### src/rtl/core/rrtt_pkg.sv
package rrtt_pkg;

    localparam int SLOTS        = 16;
    localparam int SLOT_W       = $clog2(SLOTS);
    localparam int TASK_W       = 13;
    localparam int SLOT_FIELD_W = 4;
    localparam int CMD_W        = 2;
    localparam int IN_DATA_W    = 16;
    localparam int IN_USER_W    = 8;
    localparam int OUT_DATA_W   = 24;

    typedef logic [SLOT_W-1:0] slot_idx_t;
    typedef logic [TASK_W-1:0] task_num_t;

    typedef enum logic [CMD_W-1:0] {
        CMD_ADD    = 2'd0,
        CMD_REMOVE = 2'd1,
        CMD_TICK   = 2'd2
    } cmd_t;

    typedef enum logic [1:0] {
        ST_OK        = 2'd0,
        ST_FULL      = 2'd1,
        ST_NOT_FOUND = 2'd2,
        ST_NO_TASKS  = 2'd3
    } status_t;

    // one table entry
    typedef struct packed {
        logic      alive;
        task_num_t task_num;
    } entry_t;

    // table port request
    typedef struct packed {
        logic      rd_en;
        slot_idx_t rd_addr;
        logic      wr_en;
        slot_idx_t wr_addr;
        entry_t    wr_data;
    } mem_req_t;

    typedef struct packed {
        logic [SLOT_FIELD_W-1:0] slot;
        task_num_t               selected_task;
        logic                    switched;
        status_t                 status;
    } result_t;

endpackage

### src/rtl/core/rrtt_mem.sv
module rrtt_mem
(
    input  logic              clk,
    input  logic              rst_n,
    input  rrtt_pkg::mem_req_t req,
    output rrtt_pkg::entry_t   rd_data
);

    rrtt_pkg::entry_t             mem_reg [rrtt_pkg::SLOTS];
    rrtt_pkg::entry_t             raw_reg;
    logic [rrtt_pkg::SLOTS-1:0]   valid_reg;
    logic                         hit_reg;

    // storage, no reset
    always_ff @(posedge clk)
    begin
        if (req.wr_en)
        begin
            mem_reg[req.wr_addr] <= req.wr_data;
        end
        if (req.rd_en)
        begin
            raw_reg <= mem_reg[req.rd_addr];
        end
    end

    // per-entry written flags stand in for the cleared table
    always_ff @(posedge clk or negedge rst_n)
    begin
        if (!rst_n)
        begin
            valid_reg <= '0;
            hit_reg   <= 1'b0;
        end
        else
        begin
            if (req.wr_en)
            begin
                valid_reg[req.wr_addr] <= 1'b1;
            end
            if (req.rd_en)
            begin
                hit_reg <= valid_reg[req.rd_addr];
            end
        end
    end

    assign rd_data = hit_reg ? raw_reg : '0;

endmodule

### src/rtl/core/rrtt_seq.sv
module rrtt_seq
(
    input  logic                            clk,
    input  logic                            rst_n,
    input  logic                            in_valid,
    output logic                            in_ready,
    input  logic [rrtt_pkg::CMD_W-1:0]      in_cmd,
    input  logic                            in_player,
    input  rrtt_pkg::task_num_t             in_task,
    output rrtt_pkg::mem_req_t              mem_req,
    input  rrtt_pkg::entry_t                rd_data,
    output logic                            res_valid,
    input  logic                            res_ready,
    output rrtt_pkg::result_t               res
);

    typedef enum logic [1:0] {
        S_IDLE,
        S_WALK,
        S_DONE
    } state_t;

    localparam logic [rrtt_pkg::SLOT_W:0] SLOTS_X = (rrtt_pkg::SLOT_W + 1)'(rrtt_pkg::SLOTS);

    state_t                         state_reg;
    logic [rrtt_pkg::CMD_W-1:0]     cmd_reg;
    rrtt_pkg::task_num_t            task_reg;
    rrtt_pkg::slot_idx_t            base_reg;
    rrtt_pkg::slot_idx_t            off_reg;
    logic                           issue_reg;
    logic                           chk_reg;
    rrtt_pkg::slot_idx_t            chk_off_reg;
    rrtt_pkg::slot_idx_t            chk_addr_reg;
    logic                           chk_last_reg;
    logic                           notask_reg;
    rrtt_pkg::slot_idx_t            cur_reg;
    logic                           added_reg;
    rrtt_pkg::result_t              res_reg;

    logic [rrtt_pkg::SLOT_W:0]      sum;
    rrtt_pkg::slot_idx_t            rd_addr;
    logic                           last_off;
    rrtt_pkg::slot_idx_t            off_next;
    logic                           fin;
    logic                           add_ok;
    logic                           do_switch;
    logic                           wr_en;
    rrtt_pkg::entry_t               wr_data;
    rrtt_pkg::result_t              fin_res;

    // candidate address and walk order
    always_comb
    begin
        sum = {1'b0, base_reg} + {1'b0, off_reg};
        if (sum >= SLOTS_X)
        begin
            rd_addr = rrtt_pkg::SLOT_W'(sum - SLOTS_X);
        end
        else
        begin
            rd_addr = rrtt_pkg::SLOT_W'(sum);
        end

        case (cmd_reg)
            rrtt_pkg::CMD_ADD:
            begin
                last_off = (off_reg == rrtt_pkg::SLOT_W'(rrtt_pkg::SLOTS - 2));
                off_next = off_reg + rrtt_pkg::SLOT_W'(2);
            end
            rrtt_pkg::CMD_REMOVE:
            begin
                last_off = (off_reg == rrtt_pkg::SLOT_W'(rrtt_pkg::SLOTS - 1));
                off_next = off_reg + rrtt_pkg::SLOT_W'(1);
            end
            default:
            begin
                // other group first, then own group, current slot last
                last_off = (off_reg == '0);
                if (off_reg == rrtt_pkg::SLOT_W'(rrtt_pkg::SLOTS - 1))
                begin
                    off_next = rrtt_pkg::SLOT_W'(2);
                end
                else if (off_reg == rrtt_pkg::SLOT_W'(rrtt_pkg::SLOTS - 2))
                begin
                    off_next = '0;
                end
                else
                begin
                    off_next = off_reg + rrtt_pkg::SLOT_W'(2);
                end
            end
        endcase
    end

    // check of the entry read back
    always_comb
    begin
        fin       = 1'b0;
        add_ok    = 1'b0;
        do_switch = 1'b0;
        wr_en     = 1'b0;
        wr_data   = '0;
        fin_res   = '0;
        if (state_reg == S_WALK && chk_reg)
        begin
            case (cmd_reg)
                rrtt_pkg::CMD_ADD:
                begin
                    if (rd_data.task_num == '0)
                    begin
                        fin                   = 1'b1;
                        add_ok                = 1'b1;
                        wr_en                 = 1'b1;
                        wr_data.alive         = 1'b1;
                        wr_data.task_num      = task_reg;
                        fin_res.slot          = rrtt_pkg::SLOT_FIELD_W'(chk_addr_reg);
                        fin_res.selected_task = task_reg;
                        fin_res.status        = rrtt_pkg::ST_OK;
                    end
                    else if (chk_last_reg)
                    begin
                        fin            = 1'b1;
                        fin_res.status = rrtt_pkg::ST_FULL;
                    end
                end
                rrtt_pkg::CMD_REMOVE:
                begin
                    if (rd_data.task_num == task_reg)
                    begin
                        fin                   = 1'b1;
                        wr_en                 = 1'b1;
                        wr_data.alive         = 1'b0;
                        wr_data.task_num      = task_reg;
                        fin_res.slot          = rrtt_pkg::SLOT_FIELD_W'(chk_addr_reg);
                        fin_res.selected_task = task_reg;
                        fin_res.status        = rrtt_pkg::ST_OK;
                    end
                    else if (chk_last_reg)
                    begin
                        fin            = 1'b1;
                        fin_res.status = rrtt_pkg::ST_NOT_FOUND;
                    end
                end
                default:
                begin
                    fin_res.slot          = rrtt_pkg::SLOT_FIELD_W'(chk_addr_reg);
                    fin_res.selected_task = rd_data.task_num;
                    if (chk_off_reg == '0)
                    begin
                        fin            = 1'b1;
                        fin_res.status = notask_reg ? rrtt_pkg::ST_NO_TASKS : rrtt_pkg::ST_OK;
                    end
                    else if (rd_data.alive)
                    begin
                        fin              = 1'b1;
                        do_switch        = 1'b1;
                        fin_res.switched = 1'b1;
                        fin_res.status   = rrtt_pkg::ST_OK;
                    end
                end
            endcase
        end
    end

    always_comb
    begin
        mem_req.rd_en   = (state_reg == S_WALK) && issue_reg;
        mem_req.rd_addr = rd_addr;
        mem_req.wr_en   = wr_en;
        mem_req.wr_addr = chk_addr_reg;
        mem_req.wr_data = wr_data;
    end

    assign in_ready  = (state_reg == S_IDLE);
    assign res_valid = (state_reg == S_DONE);
    assign res       = res_reg;

    always_ff @(posedge clk or negedge rst_n)
    begin
        if (!rst_n)
        begin
            state_reg    <= S_IDLE;
            issue_reg    <= 1'b0;
            chk_reg      <= 1'b0;
            cur_reg      <= rrtt_pkg::SLOT_W'(rrtt_pkg::SLOTS / 2);
            added_reg    <= 1'b0;
            cmd_reg      <= '0;
            task_reg     <= '0;
            base_reg     <= '0;
            off_reg      <= '0;
            chk_off_reg  <= '0;
            chk_addr_reg <= '0;
            chk_last_reg <= 1'b0;
            notask_reg   <= 1'b0;
            res_reg      <= '0;
        end
        else
        begin
            case (state_reg)
                S_IDLE:
                begin
                    if (in_valid)
                    begin
                        cmd_reg  <= in_cmd;
                        task_reg <= in_task;
                        chk_reg  <= 1'b0;
                        case (in_cmd)
                            rrtt_pkg::CMD_ADD, rrtt_pkg::CMD_REMOVE:
                            begin
                                off_reg    <= '0;
                                notask_reg <= 1'b0;
                                if (in_cmd == rrtt_pkg::CMD_ADD)
                                begin
                                    base_reg <= rrtt_pkg::SLOT_W'(in_player);
                                end
                                else
                                begin
                                    base_reg <= '0;
                                end
                                if (in_task == '0)
                                begin
                                    res_reg   <= '{slot: '0, selected_task: '0, switched: 1'b0,
                                                   status: rrtt_pkg::ST_NOT_FOUND};
                                    state_reg <= S_DONE;
                                end
                                else
                                begin
                                    issue_reg <= 1'b1;
                                    state_reg <= S_WALK;
                                end
                            end
                            rrtt_pkg::CMD_TICK:
                            begin
                                base_reg   <= cur_reg;
                                off_reg    <= added_reg ? rrtt_pkg::SLOT_W'(1) : '0;
                                notask_reg <= !added_reg;
                                issue_reg  <= 1'b1;
                                state_reg  <= S_WALK;
                            end
                            default:
                            begin
                                res_reg   <= '0;
                                state_reg <= S_DONE;
                            end
                        endcase
                    end
                end
                S_WALK:
                begin
                    if (fin)
                    begin
                        res_reg   <= fin_res;
                        issue_reg <= 1'b0;
                        chk_reg   <= 1'b0;
                        if (add_ok)
                        begin
                            added_reg <= 1'b1;
                        end
                        if (do_switch)
                        begin
                            cur_reg <= chk_addr_reg;
                        end
                        state_reg <= S_DONE;
                    end
                    else
                    begin
                        chk_reg <= issue_reg;
                        if (issue_reg)
                        begin
                            chk_off_reg  <= off_reg;
                            chk_addr_reg <= rd_addr;
                            chk_last_reg <= last_off;
                            if (last_off)
                            begin
                                issue_reg <= 1'b0;
                            end
                            else
                            begin
                                off_reg <= off_next;
                            end
                        end
                    end
                end
                S_DONE:
                begin
                    if (res_ready)
                    begin
                        state_reg <= S_IDLE;
                    end
                end
                default:
                begin
                    state_reg <= S_IDLE;
                end
            endcase
        end
    end

endmodule

### src/rtl/core/two_group_round_robin_task_table.sv
// add walks at most the slots of the player's group, remove and tick at most all slots;
// rejected or unknown commands go straight to the result without a walk
// throughput: one item at a time, the next taken once the result has been handed on and
// the sequencer is idle again; the walk reads one slot per cycle through the read port
// reset: asynchronous, active low; table reads as all free and dead, current slot
// is half the slot count, no task added yet; no clearing pass is needed
module two_group_round_robin_task_table
(
    input  logic                                clk,
    input  logic                                rst_n,
    input  logic                                s_axis_tvalid,
    output logic                                s_axis_tready,
    // player [0], task_number [13:1], zero fill [15:14]
    input  logic [rrtt_pkg::IN_DATA_W-1:0]      s_axis_tdata,
    // command [1:0], zero fill [7:2]
    input  logic [rrtt_pkg::IN_USER_W-1:0]      s_axis_tuser,
    output logic                                m_axis_tvalid,
    input  logic                                m_axis_tready,
    // slot [3:0], selected_task [16:4], switched [17], status [19:18], zero fill [23:20]
    output logic [rrtt_pkg::OUT_DATA_W-1:0]     m_axis_tdata
);

    rrtt_pkg::mem_req_t                 mem_req;
    rrtt_pkg::entry_t                   rd_data;
    rrtt_pkg::result_t                  res;
    logic                               res_valid;
    logic                               res_ready;
    logic                               out_valid_reg;
    logic [rrtt_pkg::OUT_DATA_W-1:0]    out_data_reg;

    // slot table, one read and one write port
    rrtt_mem u_mem
    (
        .clk     (clk),
        .rst_n   (rst_n),
        .req     (mem_req),
        .rd_data (rd_data)
    );

    // command sequencer: walks the table and does at most one write back
    rrtt_seq u_seq
    (
        .clk       (clk),
        .rst_n     (rst_n),
        .in_valid  (s_axis_tvalid),
        .in_ready  (s_axis_tready),
        .in_cmd    (s_axis_tuser[rrtt_pkg::CMD_W-1:0]),
        .in_player (s_axis_tdata[0]),
        .in_task   (s_axis_tdata[rrtt_pkg::TASK_W:1]),
        .mem_req   (mem_req),
        .rd_data   (rd_data),
        .res_valid (res_valid),
        .res_ready (res_ready),
        .res       (res)
    );

    // result register, refilled in the cycle it drains
    assign res_ready = !out_valid_reg || m_axis_tready;

    always_ff @(posedge clk or negedge rst_n)
    begin
        if (!rst_n)
        begin
            out_valid_reg <= 1'b0;
        end
        else if (res_valid && res_ready)
        begin
            out_valid_reg <= 1'b1;
        end
        else if (m_axis_tready)
        begin
            out_valid_reg <= 1'b0;
        end
    end

    always_ff @(posedge clk)
    begin
        if (res_valid && res_ready)
        begin
            out_data_reg <= {4'b0, res.status, res.switched, res.selected_task, res.slot};
        end
    end

    assign m_axis_tvalid = out_valid_reg;
    assign m_axis_tdata  = out_data_reg;

endmodule

### config.mk
export PLATFORM = sky130hd
export DESIGN_NAME = two_group_round_robin_task_table
export DESIGN_NICKNAME = d
export VERILOG_FILES = /design/src/rtl/core/rrtt_pkg.sv /design/src/rtl/core/rrtt_mem.sv /design/src/rtl/core/rrtt_seq.sv /design/src/rtl/core/two_group_round_robin_task_table.sv
export SDC_FILE = /design/constraint.sdc
export NUM_CORES = 1
export LEC_CHECK = 0
export BUFFER_PORTS_ARGS = -buffer_cell sky130_fd_sc_hd__buf_2
export CAP_MARGIN = 20
export CORE_MARGIN = 2
export CORE_UTILIZATION = 50
export CTS_BUF_LIST = sky130_fd_sc_hd__clkbuf_2
export CTS_CLUSTER_DIAMETER = 80
export CTS_CLUSTER_SIZE = 25
export DETAILED_ROUTE_END_ITERATION = 10
export GPL_TIMING_DRIVEN = 0
export HOLD_SLACK_MARGIN = 0.02
export PLACE_DENSITY = 0.69
export SLEW_MARGIN = 10
export SYNTH_ARGS = -nofsm -noshare
export SYNTH_HDL_FRONTEND = slang
export SYNTH_SLANG_ARGS = --single-unit
### constraint.sdc
create_clock -name clk -period 3.3 [get_ports clk]
set_input_delay 0.66 -clock clk [delete_from_list [all_inputs] [get_ports clk]]
set_output_delay 0.66 -clock clk [all_outputs]
set_load 0.01 [all_outputs]
==> out/metrics.yaml <==
outcome: "finished clean"
gr-total-overflow: 0
hold_class: "in -> async"
ys_types: 81
vdd.ir_drop.worst_mv: 0.2485
netlist_instances: 902
drtAntennaViolNets: 0
critPathCaptureType: "register"
antenna_found_initial: 2
worst_pin_slew_ns: 0.9875
largest_reg_flops: 224
dp_hpwl_um: 21800
critPathSlowestCell: "fa_2"
hold_violations: 0
critical_path_class: "reg -> reg"
min_period_ns: 3.196
fp.dieH_um: 173.9
cp_slowest_stage_delay_ns: 0.71
die_w_um: 173.9
fin_nets: 1038
dr.pass1.iters: 5
leakage_nw: 5.153
drive_above_1_share: 0.2584
fmax_mhz: 312.9
synth_top_flop_cell: "edfxtp_1"
grt_max_degree: 48
grt_pass1_wl_um: 50050
clock-skew-final_ns: 0.1568
avgRoutedWirePerCell_um: 22.79
critical_path_arrival_ns: 3.90
setup_viol: 0
cts_tree: "built"
grt_usage: 0.2161
dieArea_um2: 30250
ctsLongestPathBuffers: 3
ys_async_sr_fraction: 0.2367
htreeDepth: 1
gp_congestion: 0.8981
worstPathRequired_ns: 4.01
start_kind: "register"
via_per_inst: 5.941
path_clk_slew_ns: 0.47
grt_pass1_vias: 8477
portBuffers: 40
setup-tns-final_ns: 0
cts_made_buffers: 18
critical_path.cell_chain: "ha_1, fa_2, clkbuf_2, mux4_2, nor2b_1, a211oi_1, a21oi_1"
drc: 0
final_util: 0.5552
vias: 8318
finalCritPeriodShare: 0.9684
rows: 62
cts_setup_buffers: 0
maxSlewHeadroom: 0.3416
fin_hold_ws_ns: 0.06257
avgSynthCellArea_um2: 16.01
fillCellCount: 2295
synth-seq-cells: 338
place_inst: 1350
synthesis.area_um2: 14440
totalWireLength_um: 31900
synth_enable_flop_cells: 258
seq_area_frac_synth: 0.6753
drtIter0Drc: 879
io_pins: 54
powerDensity_nw_per_um2: 391.1
core_um2: 28550
clk_latency_ns: 1.00
path_max_fanout: 10
synth_warnings: 0
initial_core_util: 0.5058
max_cap_viol_count: 0
drv_slew: 0
power_mw: 6.199
fin_cells: 1400
syn_to_final_growth_pct: 9.766
cts_root_buf: "clkbuf_2"
cts.sinks: 338
cell type report:
class / count / area [um2] / share of cell area
multi-input cells: 500 / 4477 / 0.2825
clock buffers: 27 / 135.1 / 0.008526
flip-flops and latches: 338 / 9751 / 0.6152
repair buffers: 78 / 573.1 / 0.03616
diodes: 2 / 5.005 / 0.0003158
clock inverters: 5 / 75.07 / 0.004737
inverters: 11 / 43.79 / 0.002763
well taps: 384 / 480.5 / 0.03031
plain buffers: 55 / 309.0 / 0.01950
through the flow:
stage,instance area [um2],setup WS (ns)
final,15850,0.1044
after global routing,15850,-0.00005551
after CTS,15810,0.002385
after detailed placement,15390,-0.6456
after global placement,15140,-1.110
after floorplan,14460,0.1232
where the power goes:
| group | internal [mW] | switching, mW |
|---|---|---|
| clock network | 0.324 | 1.27 |
| logic | 0.0301 | 0.0381 |
| registers | 4.54 | 0.0000000000000000358 |
cell usage after synthesis, drive strengths merged, types with 4 or more instances:
cell | n | area (um2)
nand2 | 102 | 392.9
o21ai | 23 | 115.1
a22o | 6 | 52.55
mux2 | 26 | 319.1
dfrtp | 79 | 1977
and3 | 11 | 68.82
xnor2 | 6 | 52.55
a31oi | 5 | 31.28
nor3 | 14 | 86.34
o211ai | 14 | 105.1
mux2i | 23 | 230.2
nor4 | 8 | 65.06
nand2b | 5 | 31.28
buf | 25 | 183.9
inv | 11 | 43.79
nand4 | 7 | 43.79
edfxtp | 258 | 7747
nor2b | 23 | 143.9
and2 | 6 | 37.54
o22ai | 4 | 25.02
a31o | 14 | 122.6
a41o | 4 | 40.04
nand4b | 5 | 43.79
mux4 | 60 | 1351
a21oi | 21 | 105.1
ha | 7 | 87.58
xor2 | 6 | 52.55
o21a | 4 | 30.03
a21o | 4 | 37.53
a211oi | 15 | 112.6
nand3 | 23 | 120.1
clkbuf | 31 | 116.4
nor2 | 14 | 52.55
critical path, delay by kind of cell, from the launching register on:
kind	cells	cell delay, ns
flip-flops	1	0.55
AO/OA/AOI/OAI	2	0.56
buffers and inverters	1	0.36
AND/OR/NAND/NOR	1	0.15
multiplexers	1	0.37
adder cells (fa/ha/maj)	2	0.99
cells by family after synthesis:
logic type / synth area share
flops: 0.6753
simple gates: 0.08250
compound gates: 0.07175
mux: 0.1316
buf+inv: 0.02383
xor+xnor: 0.007279
fa+ha+maj: 0.007452
other cells: 0.0002597
placed cells by master (no fill, tap or decap), types with 11 or more instances in the layout:
cell type	n
o211ai_1	14
mux2i_1	23
a211oi_1	15
nor2_1	13
dfrtp_1	79
a21oi_1	21
clkbuf_2	36
nand3_1	22
dlygate4sd3_1	17
nand2_1	100
a31o_2	14
nor2b_1	23
mux2_2	11
buf_4	23
buf_2	48
edfxtp_1	258
mux4_2	60
clkbuf_1	22
what timing repair did:
action / in CTS / in global routing
endpoints found under the setup margin: 150 / 61
pin swaps: 0 / 1
resized for setup: 21 / 10
hold buffers: 17 / 0
hold endpoints to repair: 82 / 0
final timing paths:
kind	from	end	slack, ns	depth (start not counted)
setup reg to reg	u_seq.off_reg[0]	u_mem.raw_reg[0]	0.10	7
hold reg to reg	u_seq.res[6]	m_axis_tdata[7]	0.44	0
max in group asynchronous	rst_n	u_seq.cur_reg[3]	2.45	3
min in group clk	s_axis_tvalid	u_seq.state_reg[0]	0.12	4
setup / recovery	u_seq.off_reg[0]	u_mem.raw_reg[0]	0.10	7
hold / removal	rst_n	u_seq.res[3]	0.06	2
metal layers:
layer	track usage	vias up	routed length (um)
met5	0	-	13
met4	0.04937	2	567
met3	0.02318	39	1955
met2	0.3539	276	15300
met1	0.3170	4283	14060
li1	-	3718	-
No activity file was read; power rests on OpenSTA's default activity.
